**src/rtl/bti_pkg.sv**
```systemverilog
// Shared types and codes for the breakpoint table interpolator.
package bti_pkg;

    typedef enum logic [1:0] {
        FUNC_WR_BP    = 2'd0,
        FUNC_WR_SHOCK = 2'd1,
        FUNC_WR_REACT = 2'd2,
        FUNC_QUERY    = 2'd3
    } func_t;

    localparam logic [1:0] STATUS_INSIDE = 2'd0;
    localparam logic [1:0] STATUS_BELOW  = 2'd1;
    localparam logic [1:0] STATUS_ABOVE  = 2'd2;

    // Classified request handed from front to back.
    // data is the write value or the query speed; last_row is rows in use, saturated to [2, ROWS], minus one.
    typedef struct packed {
        func_t       func;
        logic [3:0]  row;
        logic [2:0]  col;
        logic [31:0] data;
        logic [4:0]  last_row;
    } cmd_t;

    typedef struct packed {
        logic [31:0] shock;
        logic [31:0] react;
        logic [1:0]  status;
    } res_t;

endpackage

```
**src/rtl/bti_front.sv**
```systemverilog
// Front end: accepts input requests, drops out-of-range writes, clamps query fields.
module bti_front #(
    parameter int ROWS    = 16,
    parameter int COLUMNS = 8
) (
    input  logic          push,
    output logic          full,
    input  logic [1:0]    func,
    input  logic [3:0]    row,
    input  logic [2:0]    column,
    input  logic [31:0]   value,
    input  logic [31:0]   speed,
    input  logic [4:0]    rows_in_use,
    output logic          cmd_push,
    input  logic          cmd_full,
    output bti_pkg::cmd_t cmd
);
    import bti_pkg::*;

    logic  accept;
    logic  row_ok;
    logic  col_ok;
    logic  keep;
    func_t fcode;
    int    n_sat;

    assign fcode  = func_t'(func);
    assign accept = push && !cmd_full;
    assign full   = cmd_full;
    assign row_ok = int'(row) < ROWS;
    assign col_ok = int'(column) < COLUMNS;

    always_comb
    begin
        case (fcode)
            FUNC_WR_BP:                  keep = row_ok;
            FUNC_WR_SHOCK, FUNC_WR_REACT: keep = row_ok && col_ok;
            FUNC_QUERY:                  keep = 1'b1;
            default:                     keep = 1'b0;
        endcase
    end

    // search span: rows in use saturated to [2, ROWS]
    always_comb
    begin
        if (int'(rows_in_use) < 2)
        begin
            n_sat = 2;
        end
        else if (int'(rows_in_use) > ROWS)
        begin
            n_sat = ROWS;
        end
        else
        begin
            n_sat = int'(rows_in_use);
        end
    end

    always_comb
    begin
        cmd.func     = fcode;
        cmd.row      = row;
        cmd.col      = (col_ok || fcode != FUNC_QUERY) ? column : 3'(COLUMNS - 1);
        cmd.data     = (fcode == FUNC_QUERY) ? speed : value;
        cmd.last_row = 5'(n_sat - 1);
    end

    assign cmd_push = accept && keep;

endmodule

```
**config.mk**
```make
export PLATFORM = sky130hd
export DESIGN_NAME = bti_front
export DESIGN_NICKNAME = d
export VERILOG_FILES = /design/src/rtl/bti_pkg.sv /design/src/rtl/bti_front.sv
export SDC_FILE = /design/constraint.sdc
export NUM_CORES = 1
export LEC_CHECK = 0
export ABC_AREA = 1
export BUFFER_PORTS_ARGS = -buffer_cell sky130_fd_sc_hd__buf_2
export CAP_MARGIN = 40
export CORE_ASPECT_RATIO = 1.25
export CORE_MARGIN = 4
export CORE_UTILIZATION = 26
export DETAILED_ROUTE_END_ITERATION = 10
export PLACE_DENSITY = 0.81
export SLEW_MARGIN = 40
export SYNTH_ARGS = -nofsm -noshare
export SYNTH_HDL_FRONTEND = slang
export SYNTH_SLANG_ARGS = --single-unit
```
**constraint.sdc**
```tcl
create_clock -name vclk -period 1.1
set_input_delay 0.22 -clock vclk [all_inputs]
set_output_delay 0.22 -clock vclk [all_outputs]
set_load 0.01 [all_outputs]
```
==> impl_metrics.yaml, run 1 <==
status:
  status: "complete, but fails checks"
  violations: "negative setup slack"
detailed_routing:
  avgViaCountPerCell: 4.548
  vias: 1005
  drt-pass1-iter-count: 2
  drc: 0
  wl_per_cell_um: 17.89
  drt_iter0_drc: 37
  wl_mm: 3.954
  ant_nets: 0
cells_and_area:
  multi_input_area_um2: 714.4
  seq_cells: 0
  layout-drive-gt1-share_pct: 93.58
  final-seq-area_um2: 0
  finish.utilization_pct: 67.08
  n_fill_cell: 197
  final_common_cell: "buf_2"
  layout_common_cells: "buf_2, buf_6, mux2_4"
  stdcell_count: 221
  nClkBuffers: 0
  n_antenna_cell: 0
  syn2layout_area_growth_pct: 145.9
  fin_nets: 270
power:
  seq_power_share_pct: 0
  netSwitchingFraction_pct: 36.51
  switchingPower_uw: 324.8
  p_per_area_nw_per_um2: 490.1
  intPower_uw: 565.0
  p_clk_share_pct: 0
  p_comb_share_pct: 100.0
  ir_drop_mv: 0.2725
  p_leak_uw: 0.001040
  fin_total_pwr_uw: 889.8
synth:
  post-synth-top-area-fraction_pct: 61.02
  synthCells: 72
  syn_nets: 153
  synthDistinctLibCells: 13
  synth_area_leaders: "mux2_4, buf_4, buf_12"
  avgSynthCellArea_um2: 10.25
  yosysTopAreaCell: "mux2_4"
  syn_area_um2: 738.2
  ys_seq_area_share_pct: 0
  ys_warn_count: 0
hold_path:
  hp-class: "in -> out"
  holdPathEnd: "cmd[41]"
  hold_depth: 0
  hold_start: "row[1]"
timing:
  slew_headroom_pct: 91.83
  maxSlewViolCount: 0
  whs_ns: 0.4400
  worst_pin_slew_ns: 0.1226
  period_needed_ns: 1.394
  rsz0062_at_grt: "yes"
  max_freq_ghz: 0.7171
  setup_violations: 37
  hold_viol_final: 0
  fin_setup_tns_ns: -6.356
  final.setup.worst_slack_ns: -0.2944
  post-route-period-util_pct: 126.8
setup_path:
  start_kind: "primary input"
  cp-end-kind: "primary output"
  cp_data_arrival_time_ns: 1.17
  crit_path_frequent_cell: "nand3_4"
  crit_buf_inv: 2
  cp_max_fo: 3
  crit_start: "rows_in_use[1]"
  critPathTopFamily: "simple AND/OR/NAND/NOR gates"
  worstPathCellList: "buf_8 -> nor2_4 -> nand2_1 -> nand2_2 -> nand3_4 -> ha_4 -> nand3_4 -> o21ai_4 -> buf_6"
  path_class: "in -> out"
  cpMaxStageDelayCell: "ha_4"
  crit_required_ns: 0.88
  max_stage_delay_ns: 0.21
  critical_path_cell_count: 9
global_routing:
  antenna_found_initial: 0
  grt_usage_pct: 19.57
  grt_overflow: 0
  grt_pass1_vias: 1201
  grt_max_degree: 9
  grt_pass1_wl_mm: 5.754
placed_design:
  routabilityCongestion: 0.8763
  dpl.cell_count: 214
  portBuffers: 114
  detailed_place_hpwl_mm: 2.836
floorplan:
  ios: 128
  start_util_pct: 27.28
  core_um2: 2706
  die-area_um2: 3761
  fp-row-count: 21
  die_x_um: 55.66
  fp.dieH_um: 67.58
clock_tree:
  cts_hold_buf: 0
run:
  maxCapViolations: 0
## metal layers
metal,up-vias,wire [um],global-route usage (%)
met1,459,954,15.20
li1,468,-,-
met4,0,134,6.079
met5,-,0,0
met2,68,2412,43.05
met3,10,452,7.839
## through the flow
step | setup WS [ns] | instance area [um^2]
6_report | -0.2944 | 1815
5_1_grt | -0.3518 | 1815
4_1_cts | -0.2778 | 1790
3_5_place_dp | -0.3322 | 1359
3_3_place_gp | -0.3026 | 1359
2_1_floorplan | -0.06145 | 803.3
## cell type report
class,count,share of cell area (%)
inverters,5,1.034
multi-input cells,54,39.35
well taps,34,2.343
repair buffers,128,57.27
## logic make-up (layout without fill, tap and decap cells)
group           count (synthesis)  in the layout  synth area share (%)
fa+ha+maj                       1              1                 1.695
buf+inv                        18            133                 20.85
mux                            32             32                 64.07
xor+xnor                        1              1                 1.187
compound gates                  1              1                0.6773
simple gates                   19             19                 11.53
## power groups by stage
stage | sequential (uW) | clock, uW | combinational [uW]
4_1_cts | 0 | 0 | 863
3_3_place_gp | 0 | 0 | 613
5_1_grt | 0 | 0 | 939
6_report | 0 | 0 | 890
3_5_place_dp | 0 | 0 | 628
2_1_floorplan | 0 | 0 | 384
## synthesized netlist by cell type
master	instances
and2_1	1
o21ai_0	1
nand2_4	1
ha_1	1
mux2_4	30
xnor2_1	1
mux2_2	2
nor2_1	5
buf_12	3
nand3_1	3
inv_1	5
buf_4	10
nand2_1	9
## timing repair
action | 4_1_cts | 5_1_grt
pin swaps | 11 | 5
setup buffers | 4 | 1
cloned | 3 | 0
endpoints found under the setup margin | 36 | 36
resized for setup | 63 | 10
## worst max-delay path by stage
stage | endpoint | slack, ns
floorplan | cmd[4] | -0.06
global placement | cmd[4] | -0.30
detailed placement | cmd[4] | -0.33
CTS | cmd[2] | -0.28
global route | cmd[2] | -0.35
finish | cmd[4] | -0.29
Note: power is estimated with default switching activity, not from simulation.
==> run 2: changes to the inputs <==
Settings changed: RECOVER_POWER from default to 100.
==> impl_metrics.yaml, run 2 (synthesis gave the netlist of run 1 again) <==
timing:
  setup_violations: 37
  worst_pin_slew_ns: 0.1535
  rsz0062_at_grt: "yes"
  hold_viol_final: 0
  maxSlewViolCount: 0
  period_needed_ns: 1.394
  max_freq_ghz: 0.7171
  whs_ns: 0.4400
  final.setup.worst_slack_ns: -0.2944
  slew_headroom_pct: 89.81
  post-route-period-util_pct: 126.8
power:
  p_comb_share_pct: 100.0
  seq_power_share_pct: 0
  p_leak_uw: 0.001029
  intPower_uw: 562.9
  fin_total_pwr_uw: 887.9
  p_clk_share_pct: 0
  netSwitchingFraction_pct: 36.60
  ir_drop_mv: 0.2723
  switchingPower_uw: 324.9
  p_per_area_nw_per_um2: 490.4
detailed_routing:
  vias: 1004
  wl_mm: 3.952
  wl_per_cell_um: 17.88
  drc: 0
  ant_nets: 0
  drt-pass1-iter-count: 2
  drt_iter0_drc: 37
  avgViaCountPerCell: 4.543
cells_and_area:
  n_fill_cell: 201
  syn2layout_area_growth_pct: 145.3
  finish.utilization_pct: 66.90
  layout-drive-gt1-share_pct: 91.44
  n_antenna_cell: 0
  final-seq-area_um2: 0
  fin_nets: 270
  nClkBuffers: 0
  layout_common_cells: "buf_2, buf_6, mux2_4"
  final_common_cell: "buf_2"
  seq_cells: 0
floorplan:
  die-area_um2: 3761
  core_um2: 2706
  start_util_pct: 27.28
  die_x_um: 55.66
  fp-row-count: 21
  fp.dieH_um: 67.58
  ios: 128
setup_path:
  cp-end-kind: "primary output"
  start_kind: "primary input"
  cp_max_fo: 3
  crit_required_ns: 0.88
  path_class: "in -> out"
  cp_data_arrival_time_ns: 1.17
status:
  violations: "negative setup slack"
  status: "complete, but fails checks"
global_routing:
  grt_busiest_layer: "met2"
  grt_pass1_vias: 1201
  grt_max_degree: 9
  grt_use_met1_pct: 15.20
  grt_overflow: 0
  grt_util_met2_pct: 43.05
  gr-usage-met3_pct: 7.839
  antenna_found_initial: 0
  grt_pass1_wl_mm: 5.754
  grt_usage_pct: 19.57
placed_design:
  routabilityCongestion: 0.8763
  detailed_place_hpwl_mm: 2.836
  portBuffers: 114
hold_path:
  hp-class: "in -> out"
run:
  maxCapViolations: 0
## run 2: cell types whose count changed in the layout (fill, tap and decap cells not counted)
cell	delta
clkbuf_1	+4
buf_2	-4
## run 2: critical path, stage by stage
cell and delay (ns):
buf_8 0.10, nor2_4 0.13, nand2_1 0.08, nand2_2 0.10, nand3_4 0.08, ha_4 0.21
nand3_4 0.09, o21ai_4 0.05, buf_6 0.11
## run 2: per-layer routing
| metal | up-vias | share of wire [%] |
|---|---|---|
| li1 | 468 | - |
| met1 | 458 | 24 |
| met2 | 68 | 61 |
| met3 | 10 | 11 |
| met4 | 0 | 3.4 |
| met5 | - | 0 |
## run 2: repair_timing
| action | CTS | global route |
|---|---|---|
| gates resized for setup | 63 | 10 |
| hold buffers | 0 | 0 |
| pin swaps | 11 | 5 |
| setup buffers | 4 | 1 |
| cloned | 3 | 0 |
| endpoints found under the setup margin | 36 | 36 |
## run 2: worst paths after layout
| check | endpoint | slack, ns | from | cells after the start |
|---|---|---|---|---|
| max | cmd[4] | -0.29 | rows_in_use[1] | 9 |
| min | cmd[41] | 0.44 | row[1] | 0 |
## run 2: area by class of cell
class / count / area (um^2) / area share, %
inverters: 5 / 18.77 / 1.037
multi-input cells: 54 / 714.4 / 39.46
well taps: 34 / 42.54 / 2.350
repair buffers: 128 / 1035 / 57.15
## run 2: power groups by stage
stage | clock network (uW) | logic [uW] | registers (uW)
floorplan | 0 | 384 | 0
global route | 0 | 937 | 0
finish | 0 | 888 | 0
detailed placement | 0 | 628 | 0
global placement | 0 | 613 | 0
CTS | 0 | 863 | 0
## run 2: stage by stage
stage               cells  worst slack (ns)  TNS [ns]  instance area, um^2
detailed placement    214           -0.3322    -6.618                 1359
floorplan              72          -0.06145   -0.1271                803.3
CTS                   221           -0.2778    -6.073                 1790
finish                221           -0.2944    -6.362                 1810
global placement      214           -0.3026    -6.346                 1359
global route          221           -0.3518    -7.145                 1810
==> run 3: changes to the inputs <==
Settings changed: GPL_TIMING_DRIVEN from default to 0.
==> impl_metrics.yaml, run 3 (synthesis gave the netlist of run 1 again) <==
timing:
  rsz0062_at_grt: "yes"
  post-route-period-util_pct: 125.3
  hold_viol_final: 0
  final.setup.worst_slack_ns: -0.2780
  whs_ns: 0.6497
  worst_pin_slew_ns: 0.1873
  slew_headroom_pct: 87.47
  period_needed_ns: 1.378
  maxSlewViolCount: 0
  max_freq_ghz: 0.7257
  fin_setup_tns_ns: -6.302
  setup_violations: 36
cells_and_area:
  final_area_um2: 1914
  stdcell_count: 236
  layout_common_cells: "buf_2, buf_6, mux2_4"
  multi_input_area_um2: 708.2
  layout-drive-gt1-share_pct: 89.11
  syn2layout_area_growth_pct: 159.3
  seq_cells: 0
  n_antenna_cell: 0
  n_fill_cell: 175
  final-seq-area_um2: 0
  nClkBuffers: 0
  final_common_cell: "buf_2"
  fin_nets: 285
hold_path:
  hp-class: "in -> out"
power:
  ir_drop_mv: 0.2903
  intPower_uw: 585.5
  netSwitchingFraction_pct: 36.70
  seq_power_share_pct: 0
  p_per_area_nw_per_um2: 483.1
  p_leak_uw: 0.001076
  p_comb_share_pct: 100.0
  p_clk_share_pct: 0
  switchingPower_uw: 339.4
floorplan:
  fp-row-count: 21
  fp.dieH_um: 67.58
  die-area_um2: 3761
  die_x_um: 55.66
  core_um2: 2706
  ios: 128
  start_util_pct: 27.28
placed_design:
  portBuffers: 121
  routabilityCongestion: 0.8118
  dpl_cell_area_um2: 1451
  detailed_place_hpwl_mm: 2.858
  dpl.cell_count: 227
global_routing:
  grt_overflow: 0
  grt_pass1_vias: 1231
  grt_pass1_wl_mm: 6.141
  antenna_found_initial: 0
  grt_usage_pct: 20.74
  grt_max_degree: 6
setup_path:
  start_kind: "primary input"
  cp_max_fo: 3
  cp_data_arrival_time_ns: 1.16
  crit_required_ns: 0.88
  cp-end-kind: "primary output"
  path_class: "in -> out"
detailed_routing:
  ant_nets: 0
  avgViaCountPerCell: 4.521
  vias: 1067
  wl_per_cell_um: 17.19
  wl_mm: 4.058
  drt_iter0_drc: 14
  drt-pass1-iter-count: 4
  drc: 0
status:
  status: "complete, but fails checks"
  violations: "negative setup slack"
clock_tree:
  cts_hold_buf: 0
run:
  maxCapViolations: 0
## run 3: changes by cell type in the layout (fill, tap and decap cells not counted), sizes merged
cell / before / now
clkbuf: 4 / 11
buf: 124 / 132
## run 3: power by group through the flow
| stage | Sequential, uW | Clock (uW) | Combinational (uW) |
|---|---|---|---|
| after floorplan | 0 | 0 | 384 |
| after global placement | 0 | 0 | 654 |
| after detailed placement | 0 | 0 | 668 |
| after CTS | 0 | 0 | 922 |
| after global routing | 0 | 0 | 980 |
| final | 0 | 0 | 925 |
## run 3: final timing paths
check / from / end / cells after the start
max: rows_in_use[1] / cmd[2] / 8
min: row[2] / cmd[42] / 2
## run 3: layout make-up
class | count | area share [%]
Buffer | 12 | 6.013
Inverter | 5 | 1.111
Multi-Input combinational cell | 54 | 36.99
Tap cell | 34 | 2.222
Timing Repair Buffer | 131 | 53.66
## run 3: layer usage
metal / share of wire, % / global-route usage, % / vias to the layer above
li1: - / - / 498
met1: 33 / 21.23 / 491
met2: 54 / 40.98 / 70
met3: 10 / 6.501 / 8
met4: 2.6 / 4.863 / 0
met5: 0 / 0 / -
## run 3: repair_timing
item,4_1_cts,5_1_grt
gates cloned,3,0
endpoints found under the setup margin,36,36
setup buffers,8,0
gates resized for setup,67,10
pin swaps,9,7
## run 3: critical path, stage by stage
cell and delay (ns):
buf_8 0.10, nor2_4 0.12, nand2_2 0.08, nand2_4 0.09, nand3_4 0.09, ha_4 0.20
xnor2_4 0.12, buf_2 0.14
## run 3: stage by stage
step	power, uW	util, %	worst slack [ns]
after global placement	653.7	53.63	-0.3580
after detailed placement	667.6	53.63	-0.3914
after CTS	921.9	71.57	-0.2825
after global routing	979.9	70.74	-0.3059
after floorplan	383.9	-	-0.06145
final	924.9	70.74	-0.2780
