===== src/rtl/bti_fifo.sv =====
// Small first-in first-out queue built from registers.
module bti_fifo #(
    parameter int WIDTH = 8,
    parameter int DEPTH = 2
) (
    input  logic             clk,
    input  logic             rst_n,
    input  logic             wr_en,
    input  logic [WIDTH-1:0] wr_data,
    output logic             full,
    input  logic             rd_en,
    output logic [WIDTH-1:0] rd_data,
    output logic             empty
);

    localparam int AW = (DEPTH > 1) ? $clog2(DEPTH) : 1;
    localparam int CNTW = $clog2(DEPTH + 1);

    logic [WIDTH-1:0] mem_reg [DEPTH];
    logic [AW-1:0]    wr_ptr_reg;
    logic [AW-1:0]    rd_ptr_reg;
    logic [CNTW-1:0]  count_reg;
    logic             do_wr;
    logic             do_rd;

    assign full    = (count_reg == CNTW'(DEPTH));
    assign empty   = (count_reg == '0);
    assign do_wr   = wr_en && !full;
    assign do_rd   = rd_en && !empty;
    assign rd_data = mem_reg[rd_ptr_reg];

    always_ff @(posedge clk or negedge rst_n)
    begin
        if (!rst_n)
        begin
            wr_ptr_reg <= '0;
            rd_ptr_reg <= '0;
            count_reg  <= '0;
        end
        else
        begin
            if (do_wr)
            begin
                wr_ptr_reg <= (wr_ptr_reg == AW'(DEPTH - 1)) ? '0 : wr_ptr_reg + 1'b1;
            end
            if (do_rd)
            begin
                rd_ptr_reg <= (rd_ptr_reg == AW'(DEPTH - 1)) ? '0 : rd_ptr_reg + 1'b1;
            end
            if (do_wr && !do_rd)
            begin
                count_reg <= count_reg + 1'b1;
            end
            else if (do_rd && !do_wr)
            begin
                count_reg <= count_reg - 1'b1;
            end
        end
    end

    always_ff @(posedge clk)
    begin
        if (do_wr)
        begin
            mem_reg[wr_ptr_reg] <= wr_data;
        end
    end

endmodule


===== config.mk =====
export PLATFORM = sky130hd
export DESIGN_NAME = bti_fifo
export DESIGN_NICKNAME = d
export VERILOG_FILES = /design/src/rtl/bti_fifo.sv
export SDC_FILE = /design/constraint.sdc
export NUM_CORES = 1
export LEC_CHECK = 0
export ABC_CLOCK_PERIOD_IN_PS = 3900
export BUFFER_PORTS_ARGS = -buffer_cell sky130_fd_sc_hd__buf_2
export CELL_PAD_IN_SITES_DETAIL_PLACEMENT = 1
export CELL_PAD_IN_SITES_GLOBAL_PLACEMENT = 1
export CORE_ASPECT_RATIO = 1.2
export CORE_MARGIN = 1
export CORE_UTILIZATION = 40
export CTS_CLUSTER_SIZE = 30
export DETAILED_ROUTE_END_ITERATION = 8
export PLACE_DENSITY_LB_ADDON = 0.1
export SETUP_SLACK_MARGIN = 0.4
export SLEW_MARGIN = 20
export SYNTH_ARGS = -nofsm -noshare
export SYNTH_HDL_FRONTEND = slang
export SYNTH_SLANG_ARGS = --single-unit

===== constraint.sdc =====
create_clock -name clk -period 3.9 [get_ports clk]
set_input_delay 0.195 -clock clk [delete_from_list [all_inputs] [get_ports clk]]
set_output_delay 0.195 -clock clk [all_outputs]
set_load 0.01 [all_outputs]

==> flow_summary.ini, run 1 <==
[power]
pwr-share-seq = 0.474
leakage_nw = 0.4063
p_sw_mw = 0.2206
clkPwrFrac = 0.224
ir_drop_uv = 342.0
p_per_area_nw_per_um2 = 757.3
intPower_mw = 0.5127
p_sw_frac = 0.3009
comb_power_share = 0.301

[grt]
grt_use_total = 0.1517
grt_max_degree = 13
antenna_found_initial = 0
grt_pass1_wl_um = 2221
grt_pass1_vias = 452
overflow = 0

[critical_path]
worst-path-buf-inv = 0
crit_path_cell_trace = nand2b_1 > nand2_2 > nor2_1
crit_fanout = 8
crit_family = simple AND/OR/NAND/NOR gates
cp.required_ns = 3.84
critPathSlowestCell = nor2_1
max_stage_delay_ns = 0.54
critical_path_class = reg2reg
startpoint_type = register
cp-end-kind = register
cp_data_arrival_time_ns = 1.58

[outcome]
outcome = finished, final reports clean

[clock_tree]
cts_tree = yes
clk_pin_slew_ns = 0.11
cts_buffer_depth = 2
clk_latency_ns = 0.29
cts_sinks = 20
cts_htree_levels = 1
cts_buffers = 3
post_cts_buffers = 0
cts-root-buf = clkbuf_4

[place]
port_buffers = 21
gp_congestion = 0.6418
placed_area_um2 = 905.9
hpwl_um = 1018
place_ws_ns = 2.242

[finish]
postLayoutCellArea_um2 = 968.4
layout.nets = 83
drive_gt1_frac = 0.4203
largest_reg_flops = 16
syn2layout_area_growth_pct = 23.84
diodes = 0
nFillCells = 192

[floorplan]
core_area_um2 = 1829
io_pins = 22
die_area_um2 = 2136
die_h_um = 50.44
start_util = 0.4275
fp-row-count = 17
fp.dieW_um = 42.36

[sta]
slew_headroom = 0.5401
period_minus_slack_ns = 1.642
final-setup-viol-count = 0
rsz0062_at_grt = no
skew_ns = 0.005547
period_share = 0.4210
fmax_mhz = 609.1
finalSetupTns_ns = 0
worst_pin_slew_ns = 0.6874
hold_slack_ns = 0.08083
hold_violations = 0
slew_viol_final = 0
setup_slack_ns = 2.258

[logic_synthesis]
ys_ff_latch = 20
synthCells = 44
synth_area_um2 = 782.0
synth_top_area_frac = 0.6144
synth_area_per_cell_um2 = 17.77
ys_seq_area_frac = 0.7424
ys_types = 15
syn_nets = 57
synth_warnings = 0
yosys.area.top_type = edfxtp_1
synthTopCellsByArea = edfxtp_1 (61%), dfrtp_1 (13%), mux2_1 (8.6%)

[detailed_routing]
vias = 425
wire_per_inst_um = 15.63
ant_nets = 0
dr.pass1.iters = 2
post_drt_via_cell_ratio = 4.830
drc = 0
routed_wl_um = 1375
drt_iter0_markers = 3

[flow_run]
timing.max_cap.violations = 0

[worst_hold_path]
min_path_type = in2reg
-- placed cells by master, fill, tap and decap left out, drive strengths merged --
cell         Yosys  layout
and3             1       1
buf              1      21
bufinv           0       1
clkbuf           0       3
dfrtp            4       4
dlygate4sd3      0       1
edfxtp          16      16
ha               1       1
inv              2       2
mux2             8       8
nand2            1       1
nand2b           1       1
nor2             3       3
o21ai            1       1
xnor2            3       3
xor2             2       2
-- routing by layer --
layer,vias to the layer above,wire length (um),global-route usage
li1,206,-,-
met1,204,574,0.1780
met2,13,728,0.2564
met3,2,57,0.03597
met4,0,14,0.07813
met5,-,0,0
-- cells in the mapped netlist (all sizes together) --
master / count
and3: 1
buf: 1
dfrtp: 4
edfxtp: 16
ha: 1
inv: 2
mux2: 8
nand2: 1
nand2b: 1
nor2: 3
o21ai: 1
xnor2: 3
xor2: 2
-- what timing repair did --
action | CTS | global route
setup endpoints to repair | 0 | 0
endpoints found under the hold margin | 4 | 0
hold buffers | 1 | 0
gates resized for setup | 0 | 0
-- worst register-to-register path: stages (launching register included) --
cell and delay [ns]:
dfrtp_1 0.45, nand2b_1 0.20, nand2_2 0.10, nor2_1 0.54
-- area by class of cell --
class                      instances  area (um^2)  area share
clock buffer                       3        22.52     0.02326
sequential                        20        580.6      0.5995
timing repair buffer              22        115.1      0.1189
multi-input combinational         21        188.9      0.1951
clock inverter                     1        30.03     0.03101
inverter                           2        7.507    0.007752
tap                               19        23.77     0.02455
-- power by group through the flow --
stage | registers, mW | logic (mW) | clock network [mW]
detailed placement | 0.354 | 0.221 | 0
finish | 0.348 | 0.221 | 0.165
global placement | 0.350 | 0.214 | 0
floorplan | 0.325 | 0.169 | 0
CTS | 0.350 | 0.225 | 0.168
global route | 0.358 | 0.242 | 0.177
-- kinds of logic after synthesis --
family | count (synthesis) | synth area share
XOR/XNOR | 5 | 0.06561
AO/OA/AOI/OAI | 1 | 0.006394
buffers and inverters | 3 | 0.01600
flip-flops | 20 | 0.7424
AND/OR/NAND/NOR | 6 | 0.03841
multiplexers | 8 | 0.1152
adder cells (fa/ha/maj) | 1 | 0.01600
-- stage by stage --
step	total power [mW]	std cells	util
2_1_floorplan	0.4939	44	-
3_3_place_gp	0.5640	83	0.4952
3_5_place_dp	0.5758	83	0.4952
4_1_cts	0.7434	88	0.5294
5_1_grt	0.7771	88	0.5294
6_report	0.7334	88	0.5294
-- path summary, 6_finish.rpt --
check	from	to	slack [ns]	depth (start not counted)
setup / recovery	count_reg[0]	mem_reg[0][2]	2.26	3
hold / removal	wr_data[0]	mem_reg[0][0]	0.08	1
setup reg to reg	count_reg[0]	mem_reg[0][2]	2.26	3
hold reg to reg	count_reg[1]	count_reg[1]	0.53	1
max in group asynchronous	rst_n	rd_ptr_reg	3.52	2
min in group asynchronous	rst_n	count_reg[1]	0.25	2
No activity file was read; power rests on OpenSTA's default activity.
==> run 2: changes to the inputs <==
ABC_AREA = 1   (was not set)
ABC_CLOCK_PERIOD_IN_PS = 1700   (was 3900)
CORE_UTILIZATION = 38   (was 40)
clock period = 1.7 ns   (was 3.9 ns; I/O delays follow)
==> flow_summary.ini, run 2 <==
[grt]
grt_use_total = 0.1888
busiest_layer = met2
grt_pass1_wl_um = 3015
grt_use_met3 = 0.02069
grt_pass1_vias = 709
antenna_found_initial = 0
overflow = 0
use_met1 = 0.1726
met2_usage = 0.3971
grt_max_degree = 12

[finish]
drive_gt1_frac = 0.4649
final_cell_mix = nand2_1 (25), buf_2 (20), edfxtp_1 (16), dlygate4sd3_1 (9), nand2_2 (7)
final_util = 0.6320
largest_reg_flops = 16
final_common_cell = nand2_1
layout.nets = 128
fin_cells = 133
syn2layout_area_growth_pct = 49.46
diodes = 0

[critical_path]
startpoint_type = register
rrSetupSlack_ns = 0.43
crit_family = flip-flops
cp_data_arrival_time_ns = 1.20
r2r_end = count_reg[1]
critical_path_class = reg2out
cp.required_ns = 1.62
worst-path-buf-inv = 2
crit_fanout = 7
critPathSlowestCell = dfrtp_2
max_stage_delay_ns = 0.51
r2r_cells = 9
r2r_start = count_reg[1]
crit_path_cell_trace = buf_12 > nand2_1 > nand2_1 > buf_2
cp-end-kind = output pin
crit_top_cell = nand2_1

[outcome]
outcome = complete, but fails checks
failed_checks = DRC

[logic_synthesis]
syn_nets = 86
synthTopCellsByArea = edfxtp_1 (59%), nand2_1 (15%), dfrtp_1 (12%)
ys_ff_latch = 20
synthFlopType = edfxtp_1
synth_warnings = 0
synthCells = 73
synthArstFlopShare = 0.2000
synth_top_area_frac = 0.5935
ys_seq_area_frac = 0.7172
synth_area_per_cell_um2 = 11.09
yosysMostFrequentCell = nand2_1
synth_edf_count = 16
yosys.area.top_type = edfxtp_1
yosys-top-cells-count = nand2_1 (33), edfxtp_1 (16), inv_1 (7)
ys_types = 14
synth_area_um2 = 809.5

[sta]
final-setup-viol-count = 0
period_share = 0.7556
setup_slack_ns = 0.4154
slew_viol_final = 0
slew_headroom = 0.8502
fmax_mhz = 778.5
hold_violations = 0
rsz0062_at_grt = yes
period_minus_slack_ns = 1.285
worst_pin_slew_ns = 0.2232
finalSetupTns_ns = 0
skew_ns = 0.007687

[detailed_routing]
dr.pass1.iters = 6
drt_iter0_markers = 14
post_drt_via_cell_ratio = 5.045
routed_wl_um = 2052
drc = 1
wire_per_inst_um = 15.43
ant_nets = 0
vias = 671

[clock_tree]
cts_htree_levels = 1
cts_buffer_depth = 2
clk_pin_slew_ns = 0.11
cts_tree = yes
clk_latency_ns = 0.30
cts-root-buf = clkbuf_4
cts_buffers = 3
cts_sinks = 20

[place]
hpwl_um = 1301
gp_congestion = 0.7312
port_buffers = 21
place_ws_ns = 0.2420
dp_cells = 112

[floorplan]
fp-row-count = 17
die_area_um2 = 2320
start_util = 0.4229
core_area_um2 = 1914
io_pins = 22
die_h_um = 52.56
fp.dieW_um = 44.14

[worst_hold_path]
min_from = rd_en
holdPathEnd = rd_ptr_reg
min_path_cells = 3
min_path_type = in2reg

[power]
fin_total_pwr_mw = 1.982
ir_drop_uv = 955.2
leakage_nw = 0.5485
p_per_area_nw_per_um2 = 1638

[flow_run]
timing.max_cap.violations = 0
==> run 2: layout make-up <==
cell class	count	area (um^2)
Fill cell	216	704.4
Sequential cell	20	584.3
Timing Repair Buffer	37	279.0
Multi-Input combinational cell	44	250.2
Inverter	8	40.04
Clock buffer	4	26.28
Tap cell	19	23.77
Timing Repair inverter	1	6.256
==> run 2: what timing repair did <==
item                                    4_1_cts  5_1_grt
pin swaps                                     6        4
hold buffers                                  9        0
buffers inserted                              4        3
cloned                                        0        1
endpoints found under the hold margin        19        0
endpoints found under the setup margin       25       25
resized for setup                            10       18
==> run 2: how the worst max path moves through the flow <==
stage | end | cells after the start | start | slack [ns]
finish | rd_data[7] | 4 | rd_ptr_reg | 0.42
global route | count_reg[1] | 9 | count_reg[1] | 0.34
CTS | count_reg[1] | 7 | count_reg[0] | 0.39
detailed placement | mem_reg[1][3] | 3 | count_reg[1] | 0.24
global placement | mem_reg[1][3] | 3 | count_reg[1] | 0.27
floorplan | count_reg[1] | 6 | count_reg[0] | 0.41
==> run 2: power breakdown <==
part           total [mW]  switching (mW)  internal [mW]  leakage, nW
Clock               0.234           0.143         0.0913       0.0150
Combinational       0.924           0.482          0.442        0.340
Sequential          0.824           0.136          0.688        0.194
Total                1.98           0.761           1.22        0.548
==> run 2: tightest hold or removal path: cells and delay by family <==
| family | cells | cell delay [ns] |
|---|---|---|
| buffers and inverters | 1 | 0.12 |
| and+or+nand+nor | 2 | 0.14 |
==> run 2: logic make-up after synthesis <==
| logic type | after synthesis | synth area share |
|---|---|---|
| XOR/XNOR | 1 | 0.01082 |
| flip-flops | 20 | 0.7172 |
| adder cells (fa/ha/maj) | 1 | 0.01545 |
| AO/OA/AOI/OAI | 2 | 0.01237 |
| AND/OR/NAND/NOR | 40 | 0.2009 |
| buffers and inverters | 9 | 0.04327 |
==> run 2: metal layers <==
layer	vias to the layer above	routed length, um	part of all wire
li1	318	-	-
met1	333	725	0.35
met2	18	1258	0.61
met3	2	57	0.028
met4	0	10	0.0049
met5	-	0	0
==> run 2: stage by stage <==
stage | hold WS, ns | instance area (um^2)
2_1_floorplan | -0.2106 | 817.0
3_3_place_gp | -0.09906 | 940.9
3_5_place_dp | -0.09869 | 940.9
4_1_cts | 0.06090 | 1122
5_1_grt | 0.09047 | 1210
6_report | 0.08156 | 1210
==> run 3: changes to the inputs <==
ABC_CLOCK_PERIOD_IN_PS = 1300   (was 1700)
clock period = 1.3 ns   (was 1.7 ns; I/O delays follow)
==> flow_summary.ini, run 3 (synthesized netlist as in run 2, its figures left out) <==
[floorplan]
core_area_um2 = 1914
die_h_um = 52.56
io_pins = 22
start_util = 0.4229
die_area_um2 = 2320
fp.dieW_um = 44.14
fp-row-count = 17

[clock_tree]
clk_latency_ns = 0.29
cts_htree_levels = 1
cts-root-buf = clkbuf_4
cts_tree = yes
cts_buffer_depth = 2
cts_buffers = 3
cts_sinks = 20
clk_pin_slew_ns = 0.10

[grt]
antenna_found_initial = 0
overflow = 0
grt_use_total = 0.1855
grt_pass1_vias = 670
grt_pass1_wl_um = 2980
grt_max_degree = 12

[critical_path]
max_stage_delay_ns = 0.43
startpoint_type = register
cp_data_arrival_time_ns = 1.43
critical_path_class = reg2reg
crit_fanout = 3
cp-end-kind = register
critPathSlowestCell = dfrtp_1
crit_path_cell_trace = inv_2 > nor2_4 > nor2_4 > ha_4 > inv_2 > nand3_2 > nand2_1 > nand2_1
rrSetupSlack_ns = 0.06
cp.required_ns = 1.48

[detailed_routing]
wire_per_inst_um = 13.39
drt_iter0_markers = 7
dr.pass1.iters = 6
vias = 651
drc = 0
routed_wl_um = 1861
ant_nets = 0
post_drt_via_cell_ratio = 4.683

[sta]
slew_headroom = 0.8747
hold_violations = 0
period_minus_slack_ns = 1.243
hold_slack_ns = 0.03963
period_share = 0.9558
rsz0062_at_grt = yes
skew_ns = 0.009556
final-setup-viol-count = 0
slew_viol_final = 0
worst_pin_slew_ns = 0.1880
finalSetupTns_ns = 0
fmax_mhz = 804.8

[finish]
final_cell_mix = nand2_1 (27), buf_2 (20), edfxtp_1 (16), dlygate4sd3_1 (9)
diodes = 0
drive_gt1_frac = 0.4833
layout.nets = 134
syn2layout_area_growth_pct = 53.94
postLayoutCellArea_um2 = 1246
final_common_cell = nand2_1
largest_reg_flops = 16

[power]
p_per_area_nw_per_um2 = 2136
ir_drop_uv = 1421
leakage_nw = 0.5713

[worst_hold_path]
min_path_type = in2reg

[outcome]
outcome = finished, final reports clean

[place]
port_buffers = 21
gp_congestion = 0.7222
placed_area_um2 = 957.2
hpwl_um = 1129

[flow_run]
timing.max_cap.violations = 0
## run 3: cell types whose count changed in the layout (fill, tap and decap cells not counted), moves of 2 or more
cell / change
buf_12: -2
buf_4: +2
buf_6: +6
nand2_1: +2
## run 3: critical path: cells and delay by family (launching register included)
kind | cells | cell delay (ns)
DFF | 1 | 0.43
adders and majority gates | 1 | 0.21
buffers and inverters | 2 | 0.15
and+or+nand+nor | 5 | 0.34
## run 3: final cells by class
| cell class | count | area (um^2) |
|---|---|---|
| Clock buffer | 3 | 22.52 |
| Clock inverter | 1 | 3.754 |
| Fill cell | 215 | 668.1 |
| Inverter | 8 | 35.03 |
| Multi-Input combinational cell | 44 | 249.0 |
| Sequential cell | 20 | 583.1 |
| Tap cell | 19 | 23.77 |
| Timing Repair Buffer | 43 | 321.6 |
| Timing Repair inverter | 1 | 7.507 |
## run 3: path summary, 6_finish.rpt
check	cells after the start	from	to
worst max-delay path	8	count_reg[1]	count_reg[1]
worst min-delay path	3	rd_en	rd_ptr_reg
worst max register to register	8	count_reg[1]	count_reg[1]
worst min register to register	2	wr_ptr_reg	wr_ptr_reg
max in group asynchronous	2	rst_n	count_reg[0]
min in group asynchronous	2	rst_n	wr_ptr_reg
## run 3: metal layers
| metal | track usage | wire length [um] |
|---|---|---|
| met4 | 0.06061 | 17 |
| met2 | 0.3627 | 1081 |
| met5 | 0 | 0 |
| met3 | 0.03103 | 38 |
| met1 | 0.1937 | 724 |
## run 3: where the power goes
group	internal [mW]	switching [mW]
Combinational	0.665	0.680
Sequential	0.897	0.133
Clock	0.111	0.177
Total	1.67	0.989
## run 3: repair_timing
| item | 4_1_cts | 5_1_grt |
|---|---|---|
| setup buffers | 9 | 2 |
| gates resized for setup | 20 | 4 |
| pin swaps | 11 | 5 |
| hold buffers | 9 | 0 |
| cloned | 1 | 0 |
| endpoints found under the setup margin | 30 | 30 |
| hold endpoints to repair | 20 | 0 |
## run 3: stage by stage
| step | utilization | total power, mW | cells | worst slack (ns) |
|---|---|---|---|---|
| 6_report | 0.6510 | 2.662 | 139 | 0.05740 |
| 5_1_grt | 0.6510 | 2.842 | 139 | -0.009438 |
| 4_1_cts | 0.6346 | 2.562 | 137 | 0.04256 |
| 2_1_floorplan | - | 1.543 | 73 | 0.05065 |
| 3_3_place_gp | 0.5000 | 1.854 | 114 | 0.007375 |
| 3_5_place_dp | 0.5000 | 1.886 | 114 | -0.04353 |
